--- src/sv/gtse_pkg.sv ---
// shared types, constants and elaboration-time table math for the gaussian tuning spike encoder
// no dependencies; imported by every module of the block
package gtse_pkg;

    localparam int EXP_TABLE_DEPTH_DEF = 4096;
    localparam int P_W                 = 63;   // q1.62 table word, up to 2^62
    localparam int EXP_SQ_COUNT        = 16;   // repeated squares exp(-2^k/256)

    localparam logic [P_W-1:0] Q62_ONE = P_W'(64'h4000_0000_0000_0000);

    // register indexes on the config port
    localparam logic [1:0] REG_MEAN           = 2'd0;
    localparam logic [1:0] REG_INV_SDEV       = 2'd1;
    localparam logic [1:0] REG_RATE_FRACTION  = 2'd2;
    localparam logic [1:0] REG_NOISE_FRACTION = 2'd3;

    localparam logic [15:0] INV_SDEV_RST = 16'd256;

    typedef struct packed {
        logic signed [15:0] desired_value;
        logic [15:0]        rand_rate;
        logic [15:0]        rand_noise;
    } in_item_t;

    typedef struct packed {
        logic        spike;
        logic [15:0] activation;
    } out_item_t;

    typedef struct packed {
        logic signed [15:0] mean;
        logic [15:0]        inv_sdev;
        logic [15:0]        rate_fraction;
        logic [15:0]        noise_fraction;
    } cfg_t;

    typedef enum logic [2:0] {
        FILL_BASE,
        FILL_READ,
        FILL_MUL,
        FILL_WRITE,
        FILL_DONE
    } fill_state_t;

    typedef struct packed {
        logic busy;
        logic wr_en;
        logic rd_en;
    } fill_ctrl_t;

    // exp(-1/256) in q2.62 by the alternating series, each term floored from the one before;
    // every term past the seventh floors to zero
    localparam logic [63:0] EXP_T0 = 64'h4000_0000_0000_0000;
    localparam logic [63:0] EXP_T1 = EXP_T0 / 64'd256;
    localparam logic [63:0] EXP_T2 = EXP_T1 / 64'd512;
    localparam logic [63:0] EXP_T3 = EXP_T2 / 64'd768;
    localparam logic [63:0] EXP_T4 = EXP_T3 / 64'd1024;
    localparam logic [63:0] EXP_T5 = EXP_T4 / 64'd1280;
    localparam logic [63:0] EXP_T6 = EXP_T5 / 64'd1536;
    localparam logic [63:0] EXP_T7 = EXP_T6 / 64'd1792;
    localparam logic [63:0] EXP_BASE = EXP_T0 - EXP_T1 + EXP_T2 - EXP_T3 + EXP_T4
                                     - EXP_T5 + EXP_T6 - EXP_T7;

    // floor(a * b / 2^62), a and b at most 2^62
    function automatic logic [63:0] mul_q62(input logic [63:0] a, input logic [63:0] b);
        logic [127:0] prod;
        prod = {64'd0, a} * {64'd0, b};
        return prod[125:62];
    endfunction

    // exp(-2^k/256) in q2.62
    function automatic logic [63:0] exp_sq(input int k);
        logic [63:0] c;
        c = EXP_BASE;
        for (int i = 1; i < EXP_SQ_COUNT; i++) begin
            if (i <= k) begin
                c = mul_q62(c, c);
            end
        end
        return c;
    endfunction

    localparam logic [P_W-1:0] EXP_SQ_TAB [EXP_SQ_COUNT] = '{
        P_W'(exp_sq(0)),  P_W'(exp_sq(1)),  P_W'(exp_sq(2)),  P_W'(exp_sq(3)),
        P_W'(exp_sq(4)),  P_W'(exp_sq(5)),  P_W'(exp_sq(6)),  P_W'(exp_sq(7)),
        P_W'(exp_sq(8)),  P_W'(exp_sq(9)),  P_W'(exp_sq(10)), P_W'(exp_sq(11)),
        P_W'(exp_sq(12)), P_W'(exp_sq(13)), P_W'(exp_sq(14)), P_W'(exp_sq(15))
    };

endpackage

--- src/sv/gtse_pipe.sv ---
// seven-stage datapath: distance, scale, saturate, square, table read, activation, spike
// depends on gtse_pkg (item and config structs); table ram sits in the top level
module gtse_pipe #(
    parameter int EXP_TABLE_DEPTH = gtse_pkg::EXP_TABLE_DEPTH_DEF
) (
    input  logic                               aclk,
    input  logic                               aresetn,
    input  gtse_pkg::cfg_t                     cfg,
    input  logic                               hold,
    input  logic                               s_valid,
    output logic                               s_ready,
    input  gtse_pkg::in_item_t                 s_data,
    output logic                               m_valid,
    input  logic                               m_ready,
    output gtse_pkg::out_item_t                m_data,
    output logic                               rd_en,
    output logic [$clog2(EXP_TABLE_DEPTH)-1:0] rd_addr,
    input  logic [gtse_pkg::P_W-1:0]           rd_data
);
    import gtse_pkg::*;

    localparam int ADDR_W = $clog2(EXP_TABLE_DEPTH);
    localparam logic [23:0] U_MAX = 24'(EXP_TABLE_DEPTH - 1);
    localparam logic signed [33:0] Z_HI = 34'sd32767;
    localparam logic signed [33:0] Z_LO = -34'sd32768;

    logic v1_reg, v2_reg, v3_reg, v4_reg, v5_reg, v6_reg, v7_reg;
    logic en1, en2, en3, en4, en5, en6, en7;

    logic signed [16:0] d1_reg, d1_next;
    logic signed [33:0] prod2_reg, prod2_next;
    logic signed [15:0] z3_reg, z3_next;
    logic [ADDR_W-1:0]  u4_reg, u4_next;
    logic [15:0]        act6_reg, act6_next;
    logic               spike7_reg, spike7_next;
    logic [15:0]        act7_reg;

    logic [15:0] rr1_reg, rr2_reg, rr3_reg, rr4_reg, rr5_reg, rr6_reg;
    logic [15:0] rn1_reg, rn2_reg, rn3_reg, rn4_reg, rn5_reg, rn6_reg;

    logic signed [33:0] shr;
    logic signed [31:0] zz;
    logic [23:0]        sq;
    logic [31:0]        rprod;

    // a stage loads when it is empty or its content moves on
    assign en7 = !v7_reg || m_ready;
    assign en6 = !v6_reg || en7;
    assign en5 = !v5_reg || en6;
    assign en4 = !v4_reg || en5;
    assign en3 = !v3_reg || en4;
    assign en2 = !v2_reg || en3;
    assign en1 = !v1_reg || en2;

    assign s_ready = en1 && !hold;

    always_comb begin
        d1_next    = 17'(s_data.desired_value) - 17'(cfg.mean);
        prod2_next = d1_reg * $signed({1'b0, cfg.inv_sdev});

        shr = prod2_reg >>> 8;
        if (shr > Z_HI) begin
            z3_next = 16'sh7FFF;
        end else if (shr < Z_LO) begin
            z3_next = 16'sh8000;
        end else begin
            z3_next = shr[15:0];
        end

        zz = z3_reg * z3_reg;
        sq = zz[31:8];
        u4_next = (sq > U_MAX) ? ADDR_W'(EXP_TABLE_DEPTH - 1) : sq[ADDR_W-1:0];

        act6_next = rd_data[62] ? 16'hFFFF : rd_data[61:46];

        rprod       = act6_reg * cfg.rate_fraction;
        spike7_next = (rprod[31:16] > rr6_reg) || (cfg.noise_fraction > rn6_reg);
    end

    // the ram output register is stage five
    assign rd_en   = en5;
    assign rd_addr = u4_reg;

    always_ff @(posedge aclk) begin
        if (!aresetn) begin
            v1_reg <= 1'b0;
            v2_reg <= 1'b0;
            v3_reg <= 1'b0;
            v4_reg <= 1'b0;
            v5_reg <= 1'b0;
            v6_reg <= 1'b0;
            v7_reg <= 1'b0;
        end else begin
            if (en1) v1_reg <= s_valid && s_ready;
            if (en2) v2_reg <= v1_reg;
            if (en3) v3_reg <= v2_reg;
            if (en4) v4_reg <= v3_reg;
            if (en5) v5_reg <= v4_reg;
            if (en6) v6_reg <= v5_reg;
            if (en7) v7_reg <= v6_reg;
        end
    end

    always_ff @(posedge aclk) begin
        if (en1) begin
            d1_reg  <= d1_next;
            rr1_reg <= s_data.rand_rate;
            rn1_reg <= s_data.rand_noise;
        end
        if (en2) begin
            prod2_reg <= prod2_next;
            rr2_reg   <= rr1_reg;
            rn2_reg   <= rn1_reg;
        end
        if (en3) begin
            z3_reg  <= z3_next;
            rr3_reg <= rr2_reg;
            rn3_reg <= rn2_reg;
        end
        if (en4) begin
            u4_reg  <= u4_next;
            rr4_reg <= rr3_reg;
            rn4_reg <= rn3_reg;
        end
        if (en5) begin
            rr5_reg <= rr4_reg;
            rn5_reg <= rn4_reg;
        end
        if (en6) begin
            act6_reg <= act6_next;
            rr6_reg  <= rr5_reg;
            rn6_reg  <= rn5_reg;
        end
        if (en7) begin
            spike7_reg <= spike7_next;
            act7_reg   <= act6_reg;
        end
    end

    assign m_valid           = v7_reg;
    assign m_data.spike      = spike7_reg;
    assign m_data.activation = act7_reg;

endmodule

--- config.mk ---
export PLATFORM = sky130hd
export DESIGN_NAME = gtse_pipe
export DESIGN_NICKNAME = d
export VERILOG_FILES = /design/src/sv/gtse_pkg.sv /design/src/sv/gtse_pipe.sv
export SDC_FILE = /design/constraint.sdc
export NUM_CORES = 2
export LEC_CHECK = 0
export BUFFER_PORTS_ARGS = -buffer_cell sky130_fd_sc_hd__buf_2
export CAP_MARGIN = 15
export CORE_UTILIZATION = 28
export DETAILED_ROUTE_END_ITERATION = 8
export SYNTH_ARGS = -nofsm -noshare
export SYNTH_HDL_FRONTEND = slang
export SYNTH_SLANG_ARGS = --single-unit
--- constraint.sdc ---
create_clock -name aclk -period 8.1 [get_ports aclk]
set_clock_uncertainty 0.15 [all_clocks]
set_input_delay 0.81 -clock aclk [delete_from_list [all_inputs] [get_ports aclk]]
set_output_delay 0.81 -clock aclk [all_outputs]
set_load 0.02 [all_outputs]
Word level (Yosys, flattened, before mapping) --
Index checks and enable logic that the tools add are counted.
Word-level totals: bits in writable memories 0, output and inout bits 32, memory bits (read-only) 0, memories kept 0, latch bits 0, word-level logic and storage cells 54, bits in registers 311
Operators by class: mux-type cells 1, equal/unequal tests 0, divide/modulo/power cells 0, bitwise logic cells 0, $lt $le $gt $ge 5, add/subtract/negate cells 1, reduce and logical (&&, ||, !) cells 18, shift operators 0, multiply operators 3
Operator list (count):
- $mul 16x16->32 | 2
- $mul 17x17->34 | 1
- $gt 16x16->1 | 2
- $gt 26x16->1 const B | 1
- $lt 26x16->1 const B | 1
- $gt 24x12->1 const B | 1
- $sub 16x16->17 | 1
- $mux 16 | 1
- $logic_not 1->1 | 8
- $logic_or 1x1->1 | 8
- $logic_and 1x1->1 | 2

Logic depth before layout (Yosys ltp) --
depth in word-level cells 10, gate-level depth with buffers 33, mapped depth without buffers 32

Worst setup path after synthesis --
OpenSTA, ideal clock, no wires.
path kind input to register, start point in cfg[17] (netlist name), end point reg spike7_reg, data pin, required time 7.680 ns, setup slack 0.314 ns, buffers on the path 1, stages on the path 30, arrival 7.366 ns, cells stage by stage clkbuf_1 -> nand2_1 -> fa_1 -> fa_1 -> fa_1 -> inv_1 -> fa_1 -> fa_1 -> inv_1 -> fa_1 -> inv_1 -> ha_1 -> a21oi_1 -> nand2_1 -> a221oi_1 -> o21ai_0 -> a41oi_1 -> o21bai_1 -> a21oi_1 -> o211ai_1 -> a21oi_1 -> xnor2_1 -> ha_1 -> a21o_1 -> a21o_1 -> a21oi_1 -> nor2_1 -> a211oi_1 -> o31a_1 -> o22ai_1
Between the ends: word-level cells in the longest chain between the ends 3
Ends and longest elaborated chain:
- start: declaration | line gtse_pipe.sv:8 | input gtse_pkg::cfg_t cfg,
- $mul 16x16->32 | line gtse_pipe.sv:76 | rprod = act6_reg * cfg.rate_fraction;
- $gt 16x16->1 | line gtse_pipe.sv:77 | spike7_next = (rprod[31:16] > rr6_reg) || (cfg.noise_fraction > rn6_reg);
- $logic_or 1x1->1 | line gtse_pipe.sv:77
- net spike7_next | line gtse_pipe.sv:35 | logic spike7_reg, spike7_next;
- end signal: assignment | line gtse_pipe.sv:135 | spike7_reg <= spike7_next;
- end: declaration | line gtse_pipe.sv:35
The timed path passes the listed nets, and every way through them passes these cells. A chain may end at the register's enable or synchronous reset.

Worst setup path in the final report --
start point reg act6_reg[6], end point reg spike7_reg, data pin
Between the ends: word-level cells in the longest chain between the ends 3
Ends and longest elaborated chain:
- start: declaration | line gtse_pipe.sv:34 | logic [15:0] act6_reg, act6_next;
- start signal: assignment | line gtse_pipe.sv:130 | act6_reg <= act6_next;
- $mul 16x16->32 | line gtse_pipe.sv:76
- $gt 16x16->1 | line gtse_pipe.sv:77
- $logic_or 1x1->1 | line gtse_pipe.sv:77
- net spike7_next | line gtse_pipe.sv:35
The timed path passes the listed nets, and every way through them passes these cells.

==> flow_summary.toml <==
[grt]
met1_usage_pct = 15.8
grt_pass1_vias = 26300
grt_overflow = 0
grt-busiest-layer = "met2"
use_met2_pct = 22.5
grt_max_degree = 59
grt_pass1_wl_um = 135000
met3_usage_pct = 1.49
grt_use_total_pct = 12.5
antenna_found_initial = 3

[synth]
synth_warnings = 0
syn_nets = 4753
synth_edf_count = 296
synthArstFlopShare_pct = 0
yosysMostFrequentCell = "inv_1"
syn_inst = 3546
syn_avg_cell_area_um2 = 10.6
synth_top_area_share_pct = 37.7
synth_area_leader_cell = "fa_1"
synth_top_flop_cell = "edfxtp_1"
synth.distinct_cells = 69
netlist_top_cells_area = "fa_1, edfxtp_1, ha_1"
synth_commonest_cells = "inv_1, fa_1, nand2_1, ha_1, edfxtp_1"
ys_seq_area_share_pct = 24.0
syn_area_mm2 = 0.0377
ys_seq_elements = 303

[sta]
finalHoldViolCount = 0
post-route-period-util_pct = 94.3
fmax_mhz = 131
tightest_slew_ps = 959
setup_viol_count_final = 0
slew_violations = 0
min_period_ps = 7640
maxSlewHeadroom_pct = 36.0
rsz0062_at_grt = "false"

[worst_setup_path]
worstSetupPathType = "flip-flop to flip-flop"
cp-end-kind = "flip-flop"
crit_start = "act6_reg[6]"
cp.arrival_ps = 7800
path_common_cell = "fa_1"
cp_data_required_time_ps = 8260
timing.rr.start = "act6_reg[6]"
rr_endpoint = "spike7_reg"
max_stage_delay_ps = 570
path_max_fanout = 11
rrSetupSlack_ps = 460
cp_slowest_cell = "edfxtp_1"
crit_path_start_kind = "flip-flop"
r2r_cells = 30

[worst_hold_path]
min_to = "rr3_reg[8]"
min_path_type = "flip-flop to flip-flop"
min_from = "rr2_reg[8]"
holdPathStages = 0

[floorplan]
die_h_um = 369
die-area_mm2 = 0.136
die_w_um = 369
core-area_mm2 = 0.133
rows = 134
start_util_pct = 28.2
pin_count = 212

[route]
drc = 0
wl_um = 80600
dr_total_vias = 23700
viasPerCell = 4.27
drt-initial-drc-count = 907
dr.pass1.iters = 5
antenna_left = 0
wl_per_cell_um = 14.5

[run]
maxCapViolations = 0

[run_status]
status = "finished, final reports clean"

[clock_network]
clk_pin_slew_worst_paths_ps = 60
cts_tree = "done"
clk_latency_ps = 570
clockBufferDepth = 3
cts_hold_buf = 0
htreeDepth = 2
clock_sinks = 303
cts-root-buf = "clkbuf_16"
cts_inserted_buffers = 35

[layout]
nets = 4952
final_layout_size_suffix_gt1_share_pct = 9.52
final_util_pct = 31.7
areaGrowthSynthToFinish_pct = 12.2
largest_reg_flops = 26

[place]
portBuffers = 165
gp_congestion = 0.839
dp_hpwl_um = 67600
==> kinds of logic after synthesis <==
family	after synthesis	synth area share, %
muxes	3	0.0864
DFF	303	24.0
xor gates and xnor gates	86	2.00
and+or+nand+nor	892	11.7
AOI/OAI and AO/OA	194	3.60
adders and majority gates	1027	48.3
buffers and inverters	1041	10.4
==> what timing repair did <==
item | 4_1_cts | 5_1_grt
setup endpoints to repair | 0 | 12
gates resized for setup | 0 | 7
setup buffers | 0 | 3
==> layout make-up <==
cell class / count / area, um^2
timing repair buffer: 265 / 1600
antenna: 2 / 5.00
clock inverter: 21 / 225
fill: 13700 / 91200
clock buffer: 41 / 898
sequential: 303 / 9030
tap: 1768 / 2210
multi-input combinational: 2202 / 24800
inverter: 938 / 3520
==> worst max-delay path, delay by kind of cell (launching register included) <==
kind | cells | cell delay (ps)
AO/OA/AOI/OAI | 9 | 1590
XOR/XNOR | 1 | 170
adder cells (fa/ha/maj) | 8 | 3440
buffers and inverters | 7 | 880
flip-flops | 1 | 570
AND/OR/NAND/NOR | 5 | 620
==> worst max path at each step <==
stage                       endpoint  slack (ps)  depth (start not counted)
after floorplan           spike7_reg         310                         30
after global placement    spike7_reg        -220                         32
after detailed placement  spike7_reg        -210                         32
after CTS                 spike7_reg         200                         30
after global routing      spike7_reg          20                         32
final                     spike7_reg         460                         30
==> per-stage QoR <==
stage	cell area (um^2)	cells	hold slack (ps)	worst slack, ps	setup TNS (ps)
floorplan	37700	3546	250	314	0
global placement	41100	5472	252	-216	-216
detailed placement	41100	5472	255	-212	-212
CTS	42200	5534	209	196	0
global route	42300	5538	224	18.6	0
finish	42300	5540	242	461	0
==> placed cells by master, fill, tap and decap left out, types with 6 or more instances in the layout <==
| cell | count |
|---|---|
| inv_1 | 936 |
| fa_1 | 710 |
| nand2_1 | 399 |
| ha_1 | 317 |
| edfxtp_1 | 296 |
| and2_1 | 271 |
| buf_2 | 165 |
| buf_4 | 98 |
| nor2_1 | 77 |
| xnor2_1 | 64 |
| a21oi_1 | 46 |
| a21o_1 | 44 |
| clkbuf_16 | 35 |
| o21ai_0 | 25 |
| xor2_1 | 22 |
| o21a_1 | 22 |
| nand4_1 | 18 |
| nor3_1 | 18 |
| nor2b_1 | 18 |
| or2_2 | 18 |
| nand3_1 | 15 |
| nand2b_1 | 13 |
| or4_1 | 12 |
| and3_1 | 11 |
| dfxtp_1 | 7 |
| clkinv_1 | 6 |
| clkinv_2 | 6 |
| clkbuf_1 | 6 |
==> per-layer routing <==
metal,share of wire (%),routed length [um]
met1,44,35100
met2,51,41000
met3,3.4,2770
met4,2.1,1690
met5,0.016,13
Power is left out: the tool's default activity adds up to more than one toggle a clock period on the data nets, which glitch-free logic cannot reach.
