`config.mk`:
```
export PLATFORM = sky130hd
export DESIGN_NAME = gtse_fill
export DESIGN_NICKNAME = d
export VERILOG_FILES = /design/src/sv/gtse_pkg.sv /design/src/sv/gtse_fill.sv
export SDC_FILE = /design/constraint.sdc
export NUM_CORES = 2
export LEC_CHECK = 0
export BUFFER_PORTS_ARGS = -buffer_cell sky130_fd_sc_hd__buf_2
export CORE_ASPECT_RATIO = 1.2
export CORE_MARGIN = 4
export CORE_UTILIZATION = 29
export CTS_CLUSTER_DIAMETER = 150
export DETAILED_ROUTE_END_ITERATION = 16
export GPL_TIMING_DRIVEN = 0
export MAX_ROUTING_LAYER = met4
export PLACE_DENSITY = 0.5
export SLEW_MARGIN = 10
export SYNTH_ARGS = -nofsm -noshare
export SYNTH_HDL_FRONTEND = slang
export SYNTH_SLANG_ARGS = --single-unit
```
`constraint.sdc`:
```
create_clock -name aclk -period 10.45 [get_ports aclk]
set_input_delay 1.5675 -clock aclk [delete_from_list [all_inputs] [get_ports aclk]]
set_output_delay 1.5675 -clock aclk [all_outputs]
set_load 0.01 [all_outputs]
```
`src/sv/gtse_pkg.sv`:
```
// shared types, constants and elaboration-time table math for the gaussian tuning spike encoder
// no dependencies; imported by every module of the block
package gtse_pkg;

    localparam int EXP_TABLE_DEPTH_DEF = 4096;
    localparam int P_W                 = 63;   // q1.62 table word, up to 2^62
    localparam int EXP_SQ_COUNT        = 16;   // repeated squares exp(-2^k/256)

    localparam logic [P_W-1:0] Q62_ONE = P_W'(64'h4000_0000_0000_0000);

    // register indexes on the config port
    localparam logic [1:0] REG_MEAN           = 2'd0;
    localparam logic [1:0] REG_INV_SDEV       = 2'd1;
    localparam logic [1:0] REG_RATE_FRACTION  = 2'd2;
    localparam logic [1:0] REG_NOISE_FRACTION = 2'd3;

    localparam logic [15:0] INV_SDEV_RST = 16'd256;

    typedef struct packed {
        logic signed [15:0] desired_value;
        logic [15:0]        rand_rate;
        logic [15:0]        rand_noise;
    } in_item_t;

    typedef struct packed {
        logic        spike;
        logic [15:0] activation;
    } out_item_t;

    typedef struct packed {
        logic signed [15:0] mean;
        logic [15:0]        inv_sdev;
        logic [15:0]        rate_fraction;
        logic [15:0]        noise_fraction;
    } cfg_t;

    typedef enum logic [2:0] {
        FILL_BASE,
        FILL_READ,
        FILL_MUL,
        FILL_WRITE,
        FILL_DONE
    } fill_state_t;

    typedef struct packed {
        logic busy;
        logic wr_en;
        logic rd_en;
    } fill_ctrl_t;

    // exp(-1/256) in q2.62 by the alternating series, each term floored from the one before;
    // every term past the seventh floors to zero
    localparam logic [63:0] EXP_T0 = 64'h4000_0000_0000_0000;
    localparam logic [63:0] EXP_T1 = EXP_T0 / 64'd256;
    localparam logic [63:0] EXP_T2 = EXP_T1 / 64'd512;
    localparam logic [63:0] EXP_T3 = EXP_T2 / 64'd768;
    localparam logic [63:0] EXP_T4 = EXP_T3 / 64'd1024;
    localparam logic [63:0] EXP_T5 = EXP_T4 / 64'd1280;
    localparam logic [63:0] EXP_T6 = EXP_T5 / 64'd1536;
    localparam logic [63:0] EXP_T7 = EXP_T6 / 64'd1792;
    localparam logic [63:0] EXP_BASE = EXP_T0 - EXP_T1 + EXP_T2 - EXP_T3 + EXP_T4
                                     - EXP_T5 + EXP_T6 - EXP_T7;

    // floor(a * b / 2^62), a and b at most 2^62
    function automatic logic [63:0] mul_q62(input logic [63:0] a, input logic [63:0] b);
        logic [127:0] prod;
        prod = {64'd0, a} * {64'd0, b};
        return prod[125:62];
    endfunction

    // exp(-2^k/256) in q2.62
    function automatic logic [63:0] exp_sq(input int k);
        logic [63:0] c;
        c = EXP_BASE;
        for (int i = 1; i < EXP_SQ_COUNT; i++) begin
            if (i <= k) begin
                c = mul_q62(c, c);
            end
        end
        return c;
    endfunction

    localparam logic [P_W-1:0] EXP_SQ_TAB [EXP_SQ_COUNT] = '{
        P_W'(exp_sq(0)),  P_W'(exp_sq(1)),  P_W'(exp_sq(2)),  P_W'(exp_sq(3)),
        P_W'(exp_sq(4)),  P_W'(exp_sq(5)),  P_W'(exp_sq(6)),  P_W'(exp_sq(7)),
        P_W'(exp_sq(8)),  P_W'(exp_sq(9)),  P_W'(exp_sq(10)), P_W'(exp_sq(11)),
        P_W'(exp_sq(12)), P_W'(exp_sq(13)), P_W'(exp_sq(14)), P_W'(exp_sq(15))
    };

endpackage

```
`src/sv/gtse_fill.sv`:
```
// table build sequencer: fills the exp table after reset with q1.62 products
// depends on gtse_pkg (fill states, square table, q62 one)
module gtse_fill #(
    parameter int EXP_TABLE_DEPTH = gtse_pkg::EXP_TABLE_DEPTH_DEF
) (
    input  logic                               aclk,
    input  logic                               aresetn,
    output gtse_pkg::fill_ctrl_t               ctrl,
    output logic [$clog2(EXP_TABLE_DEPTH)-1:0] wr_addr,
    output logic [gtse_pkg::P_W-1:0]           wr_data,
    output logic [$clog2(EXP_TABLE_DEPTH)-1:0] rd_addr,
    input  logic [gtse_pkg::P_W-1:0]           rd_data
);
    import gtse_pkg::*;

    localparam int ADDR_W = $clog2(EXP_TABLE_DEPTH);
    localparam logic [ADDR_W-1:0] LAST_ADDR = ADDR_W'(EXP_TABLE_DEPTH - 1);
    localparam logic [2:0] STEP_LAST = 3'd4;

    fill_state_t state_reg, state_next;
    logic [ADDR_W-1:0] addr_reg, addr_next;
    logic [2:0]        step_reg, step_next;
    logic [63:0]       pp_reg, pp_next;
    logic [1:0]        sh_reg, sh_next;
    logic [127:0]      acc_reg, acc_next;

    logic [3:0]        msb;
    logic [ADDR_W-1:0] base;
    logic              found;
    logic [P_W-1:0]    coef;
    logic [31:0]       op_a;
    logic [31:0]       op_b;

    // entry u = entry (u without its top bit) times exp(-2^top/256)
    always_comb begin
        msb   = '0;
        base  = addr_reg;
        found = 1'b0;
        for (int i = ADDR_W - 1; i >= 0; i--) begin
            if (!found && addr_reg[i]) begin
                msb     = 4'(i);
                base[i] = 1'b0;
                found   = 1'b1;
            end
        end
    end

    assign coef = EXP_SQ_TAB[msb];

    always_comb begin
        case (step_reg[1:0])
            2'd0: begin
                op_a = rd_data[31:0];
                op_b = coef[31:0];
            end
            2'd1: begin
                op_a = rd_data[31:0];
                op_b = {1'b0, coef[62:32]};
            end
            2'd2: begin
                op_a = {1'b0, rd_data[62:32]};
                op_b = coef[31:0];
            end
            default: begin
                op_a = {1'b0, rd_data[62:32]};
                op_b = {1'b0, coef[62:32]};
            end
        endcase
    end

    // next state
    always_comb begin
        case (state_reg)
            FILL_BASE:  state_next = FILL_READ;
            FILL_READ:  state_next = FILL_MUL;
            FILL_MUL:   state_next = (step_reg == STEP_LAST) ? FILL_WRITE : FILL_MUL;
            FILL_WRITE: state_next = (addr_reg == LAST_ADDR) ? FILL_DONE : FILL_READ;
            FILL_DONE:  state_next = FILL_DONE;
            default:    state_next = FILL_BASE;
        endcase
    end

    // counters and multiply-accumulate
    always_comb begin
        addr_next = addr_reg;
        step_next = step_reg;
        pp_next   = pp_reg;
        sh_next   = sh_reg;
        acc_next  = acc_reg;
        case (state_reg)
            FILL_BASE: begin
                addr_next = addr_reg + ADDR_W'(1);
            end
            FILL_READ: begin
                acc_next  = '0;
                step_next = '0;
            end
            FILL_MUL: begin
                step_next = step_reg + 3'd1;
                if (step_reg != STEP_LAST) begin
                    pp_next = {32'd0, op_a} * {32'd0, op_b};
                    case (step_reg[1:0])
                        2'd0:    sh_next = 2'd0;
                        2'd3:    sh_next = 2'd2;
                        default: sh_next = 2'd1;
                    endcase
                end
                if (step_reg != 3'd0) begin
                    acc_next = acc_reg + ({64'd0, pp_reg} << {sh_reg, 5'd0});
                end
            end
            FILL_WRITE: begin
                if (addr_reg != LAST_ADDR) begin
                    addr_next = addr_reg + ADDR_W'(1);
                end
            end
            default: begin
                addr_next = addr_reg;
            end
        endcase
    end

    // outputs
    always_comb begin
        ctrl.busy  = (state_reg != FILL_DONE);
        ctrl.wr_en = (state_reg == FILL_BASE) || (state_reg == FILL_WRITE);
        ctrl.rd_en = (state_reg == FILL_READ);
        wr_addr    = addr_reg;
        wr_data    = (state_reg == FILL_BASE) ? Q62_ONE : acc_reg[124:62];
        rd_addr    = base;
    end

    always_ff @(posedge aclk) begin
        if (!aresetn) begin
            state_reg <= FILL_BASE;
            addr_reg  <= '0;
            step_reg  <= '0;
        end else begin
            state_reg <= state_next;
            addr_reg  <= addr_next;
            step_reg  <= step_next;
        end
    end

    always_ff @(posedge aclk) begin
        pp_reg  <= pp_next;
        sh_reg  <= sh_next;
        acc_reg <= acc_next;
    end

endmodule

```
# Yosys cells after proc, flatten, opt, wreduce, memory -nomap -nowiden
# Memories as Yosys holds them, arrays and structs flattened.
# Index checks and enable logic that the tools add are counted.
[word_totals]
register_bits = 212
rom_bits = 1008
input_bits = 65
out_inout_bits = 90
word_cells = 109
mem_count = 1
[op_classes]
add_sub_neg = 3
multipliers = 1
magnitude_cmp = 1
n_eq_ne = 14
n_shift = 1
muxes = 48
bitwise_logic = 1
reduce_logical = 33
[memory_table]
columns = ["memory", "words", "word_bits", "rd", "rd_ports_with_merged_regs", "wr", "line", "rtl"]
rows = [
  ["(name not given)", 16, 63, 1, 0, 0, "gtse_fill.sv:48", "assign coef = EXP_SQ_TAB[msb];"],
]
[ops]
columns = ["op", "n"]
rows = [
  ["128-bit one-hot mux with 2 select lines", 1],
  ["63-bit 2-to-1 mux", 3],
  ["128-bit adder", 1],
  ["128-bit 2-to-1 mux", 1],
  ["64-bit by 7-bit left shift with 128-bit output", 1],
  ["32-bit by 32-bit multiplier with 64-bit output", 1],
  ["32-bit 2-to-1 mux", 2],
  ["4-bit 2-to-1 mux", 12],
  ["12-bit one-hot mux with 2 select lines", 1],
  ["1-bit 2-to-1 mux", 23],
  ["3-bit one-hot mux with 5 select lines", 1],
  ["12-bit by 1-bit adder with 12-bit output, second input constant", 1],
  ["12-bit equality test, second input constant", 1],
  ["12-bit 2-to-1 mux", 1],
  ["12-bit != test, second input constant", 1],
  ["1-bit logical AND", 11],
  ["1-bit logical NOT", 11],
  ["3-bit by 2-bit equality test with 1-bit output, second input constant", 2],
  ["3-bit equality test, second input constant", 2],
  ["3-bit != test, second input constant", 2],
  ["3-bit one-hot mux with 2 select lines", 1],
  ["2-bit AND reduction", 3],
  ["5-bit greater-or-equal comparator, second input constant", 1],
  ["4-bit inverter with 5-bit output", 1],
  ["other kinds (13)", 17],
]

# Logic depth before layout (Yosys ltp)
[logic_depth]
ltp_word = 40
depth_mapped = 42
mapped_depth_nobuf = 39

# Worst setup path after synthesis
# OpenSTA, ideal clock, no wires.
[synth_timing]
path_type = "reg2reg"
from = "register state_reg[1]"
to = "register acc_reg[0], enable pin"
setup_ns = 0.782
arrival_time_ns = 10.140
t_required_ns = 9.668
setup_slack_ns = -0.472
stages_incl_launch_ff = 6
n_path_buf = 3
period_less_slack_ns = 10.922
path_cell_list = "dfxtp_1 > clkbuf_1 > or3b_2 > clkbuf_1 > clkbuf_1 > o21ai_0"
[synth_via]
elab_chain_cells = 3
elab_cells_between_ends = 5
cone_classes = "3 x eq/ne; 2 x reduce/logical"
[synth_lines]
columns = ["element", "line", "rtl"]
rows = [
  ["start: declaration", "gtse_fill.sv:20", "fill_state_t state_reg, state_next;"],
  ["start signal: assignment", "gtse_fill.sv:139", "state_reg <= state_next;"],
  ["3-bit by 2-bit equality test with 1-bit output or 3-bit by 1-bit equality test with 1-bit output (tied branches)", "gtse_fill.sv:90", "case (state_reg)"],
  ["2-bit != test (no line) or 2-bit nonzero test (tied branches)", "n/a", ""],
  ["2-bit AND reduction (no line) (*)", "n/a", ""],
  ["end signal: assignment", "gtse_fill.sv:148", "acc_reg <= acc_next;"],
  ["end: declaration", "gtse_fill.sv:25", "logic [127:0] acc_reg, acc_next;"],
]
# Mark *: on every way between the ends. The rest lies on a longest branch, timed or not.
# A chain may end at the register's enable or synchronous reset.

# Worst setup path in the final report
[layout_timing]
from = "register step_reg[1]"
to = "register pp_reg[58] (data pin)"
[layout_via]
elab_chain_cells = 4
elab_cells_between_ends = 8
cone_classes = "1 x mul; 2 x eq/ne; 2 x mux; 3 x reduce/logical"
[layout_lines]
columns = ["element", "line", "rtl"]
rows = [
  ["start: declaration", "gtse_fill.sv:22", "logic [2:0] step_reg, step_next;"],
  ["start signal: assignment", "gtse_fill.sv:141", "step_reg <= step_next;"],
  ["2-bit by 1-bit equality test with 1-bit output (tied with other cells)", "gtse_fill.sv:51", "case (step_reg[1:0])"],
  ["2-bit OR reduction (no line)", "n/a", ""],
  ["32-bit 2-to-1 mux", "gtse_fill.sv:51", ""],
  ["32-bit by 32-bit multiplier with 64-bit output (*)", "gtse_fill.sv:101", "pp_next = {32'd0, op_a} * {32'd0, op_b};"],
  ["end signal: assignment", "gtse_fill.sv:146", "pp_reg <= pp_next;"],
  ["end: declaration", "gtse_fill.sv:23", "logic [63:0] pp_reg, pp_next;"],
]
# Marks and branches as above.

==> key figures <==
Detailed routing
  • TritonRoute pass-1 iters: 6
  • Detail Route Antenna Nets: 0
  • Number of vias per cell: 5.18
  • Via count: 44.8k
  • WL final: 232000 um
  • DRC Markers: 0
  • WL/cell: 26.8 um
  • Initial DRC count: 3610

Global route
  • First-pass GRT wire length: 330000 um
  • Grt total ovfl: 0
  • M1 GR Usage: 31.3%
  • Top Usage Layer GRT: met2
  • Grt met3 use: 3.73%
  • Overall Global Routing Usage: 25.5%
  • Vias in the first global route: 46.0k
  • Largest net degree at the start of global routing: 28
  • Met2 usage: 41.1%
  • Antenna violations before repair: 11

Synth
  • Syn Area/Cell: 8.48 um^2
  • EDFF count, synth: 191
  • Synth area leaders: fa_1 (35%), edfxtp_1 (11%), ha_1 (9.8%), inv_1 (7.4%), nor2_1 (6.3%)
  • YS warnings: 0
  • Register area share after synthesis: 11.8%
  • Count leader, synth: inv_1
  • Cell area after synthesis: 51500 um^2
  • Synth Instances: 6073
  • Leading area contributor after synthesis: fa_1
  • Post-synth top area share: 34.9%
  • Yosys reg bits: 209
  • Top post-synthesis cells by count: inv_1 (1010), fa_1 (897), nor2_1 (867)
  • Post-synthesis async set-or-reset flop share: 0%
  • Commonest register cell after synthesis: edfxtp_1
  • Yosys cell types: 98
  • Syn Nets: 7440

Clock tree
  • Clk_lat worst skew: 0.58 ns
  • CTS root buf: clkbuf_16
  • Hold Buf Count CTS: 0
  • CTS tree: done
  • CTS Buf Count: 24
  • CTS Sinks: 209
  • CTS Buffer Depth: 3
  • H-tree levels: 1
  • Worst-path clk slew: 0.07 ns

STA
  • Final WS setup: 0.262 ns
  • Pins Over Slew Limit: 0
  • Hold_ws: 0.593 ns
  • Least-Margin Pin Slew: 1.33 ns
  • Period utilization: 97.5%
  • Worst relative slew slack: 11.3%
  • Final Critical Period: 10.19 ns
  • Max frequency: 98.2 MHz
  • Clock Skew: 0.0316 ns
  • Final setup violation count: 0
  • Final Hold Viols: 0

Placed design
  • Post-Place Setup Slack: -3.49 ns
  • Port Buffers: 153
  • GP Congestion: 0.988
  • DPL Wire Length: 198000 um

Finish
  • Nets: 7686
  • Final core utilization: 33.1%
  • Area Growth Syn to Fin: 13.5%
  • Layout cells sized above 1: 11.2%
  • Max reg flops: 125

Critical path
  • Endpoint class of the critical path: flop
  • Crit path max-delay family: adder cells
  • CP Max Fanout: 10
  • Critical Path RT: 10.75 ns
  • WP buf/inv: 7
  • Worst R2R Setup Slack: 0.26 ns
  • Crit path kind: flop to flop
  • Crit start category: flop
  • Crit-path max cell delay: 0.58 ns
  • Critical-path top delay cell: buf_2
  • Critical Path Most Common Cell: fa_1
  • Crit path DAT: 10.49 ns

Die
  • Initial Util: 29.2%
  • Core area: 177000 um^2
  • Die X: 393 um
  • Die height: 470 um
  • Ports: 155
  • Die ar.: 184000 um^2
  • Core Rows: 169

Status
  • Status: finished, final reports clean

Hold path
  • Hold WC Path Type: flop to flop

Flow run
  • Max-cap viol count: 0
==> metal layers <==
metal	part of all wire [%]	routed length, um
met1	40	93100
met2	46	108000
met3	6.8	15800
met4	6.5	15100
met5	0	0
==> final cells by class <==
| type | instances | area, um^2 |
|---|---|---|
| Inverter | 1011 | 3810 |
| Antenna cell | 6 | 15.0 |
| Fill cell | 18700 | 118000 |
| Multi-Input combinational cell | 4529 | 41400 |
| Tap cell | 2308 | 2890 |
| Clock buffer | 28 | 647 |
| Buffer | 308 | 1690 |
| Clock inverter | 16 | 186 |
| Timing Repair Buffer | 236 | 1730 |
| Sequential cell | 209 | 6100 |
==> worst reg2reg max path: cells and delay by family, from the launching register on <==
family	cells	cell delay (ns)
adders and majority gates	10	5.04
DFF	1	0.39
muxes	1	0.46
buffers and inverters	7	1.54
xor gates and xnor gates	1	0.18
and+or+nand+nor	3	0.56
AOI/OAI and AO/OA	8	1.75
==> cell families (layout without fill, tap and decap cells) <==
kind of cell / Yosys count / after routing / share of synthesized area, %
AOI/OAI and AO/OA: 869 / 869 / 10.9
xor gates and xnor gates: 180 / 180 / 3.06
adders and majority gates: 1302 / 1302 / 44.7
buffers and inverters: 1335 / 1599 / 9.81
DFF: 209 / 209 / 11.8
muxes: 105 / 105 / 2.12
other: 1 / 7 / 0.00728
and+or+nand+nor: 2072 / 2072 / 17.6
==> worst paths after layout <==
| kind | from | endpoint | depth (start not counted) |
|---|---|---|---|
| worst min-delay path | state_reg[2]$_SDFF_PN0_ | state_reg[0]$_SDFF_PN0_ | 1 |
| worst max register to register | step_reg[1]$_SDFFE_PN0P_ | pp_reg[58]$_DFFE_PP_ | 30 |
| worst max-delay path | step_reg[1]$_SDFFE_PN0P_ | pp_reg[58]$_DFFE_PP_ | 30 |
| worst min register to register | state_reg[2]$_SDFF_PN0_ | state_reg[0]$_SDFF_PN0_ | 1 |
==> cells in the final DEF, fill, tap and decap left out, types with 32 or more instances in the layout <==
| cell type | instances |
|---|---|
| xnor2_1 | 102 |
| buf_2 | 189 |
| nand3_1 | 51 |
| and2_1 | 76 |
| a21o_1 | 91 |
| nand2_1 | 686 |
| mux2i_1 | 47 |
| a21oi_1 | 270 |
| o21bai_1 | 55 |
| clkbuf_1 | 148 |
| inv_1 | 1008 |
| edfxtp_1 | 191 |
| ha_1 | 389 |
| nor2b_1 | 112 |
| buf_4 | 46 |
| nor3_1 | 52 |
| xor2_1 | 76 |
| fa_1 | 891 |
| nand4_1 | 79 |
| clkbuf_2 | 74 |
| o21ai_0 | 135 |
| nor2_1 | 852 |
| a22o_1 | 32 |
==> metrics by stage <==
stage,instances,instance area (um^2),setup TNS (ns)
3_3_place_gp,8534,55100,-363.27
5_1_grt,8648,58400,-0.00982
3_5_place_dp,8571,55900,-110.87
4_1_cts,8632,57800,-0.0551
6_report,8651,58500,0
2_1_floorplan,6073,51500,0
==> timing repair <==
action / in CTS / in global routing
gates resized for setup: 263 / 211
endpoints found under the hold margin: 0 / 0
endpoints found under the setup margin: 52 / 23
pin swaps: 20 / 23
gates cloned: 1 / 0
setup buffers: 26 / 19
Power is left out: the tool's default activity adds up to more than one toggle a clock period on the data nets, which glitch-free logic cannot reach.
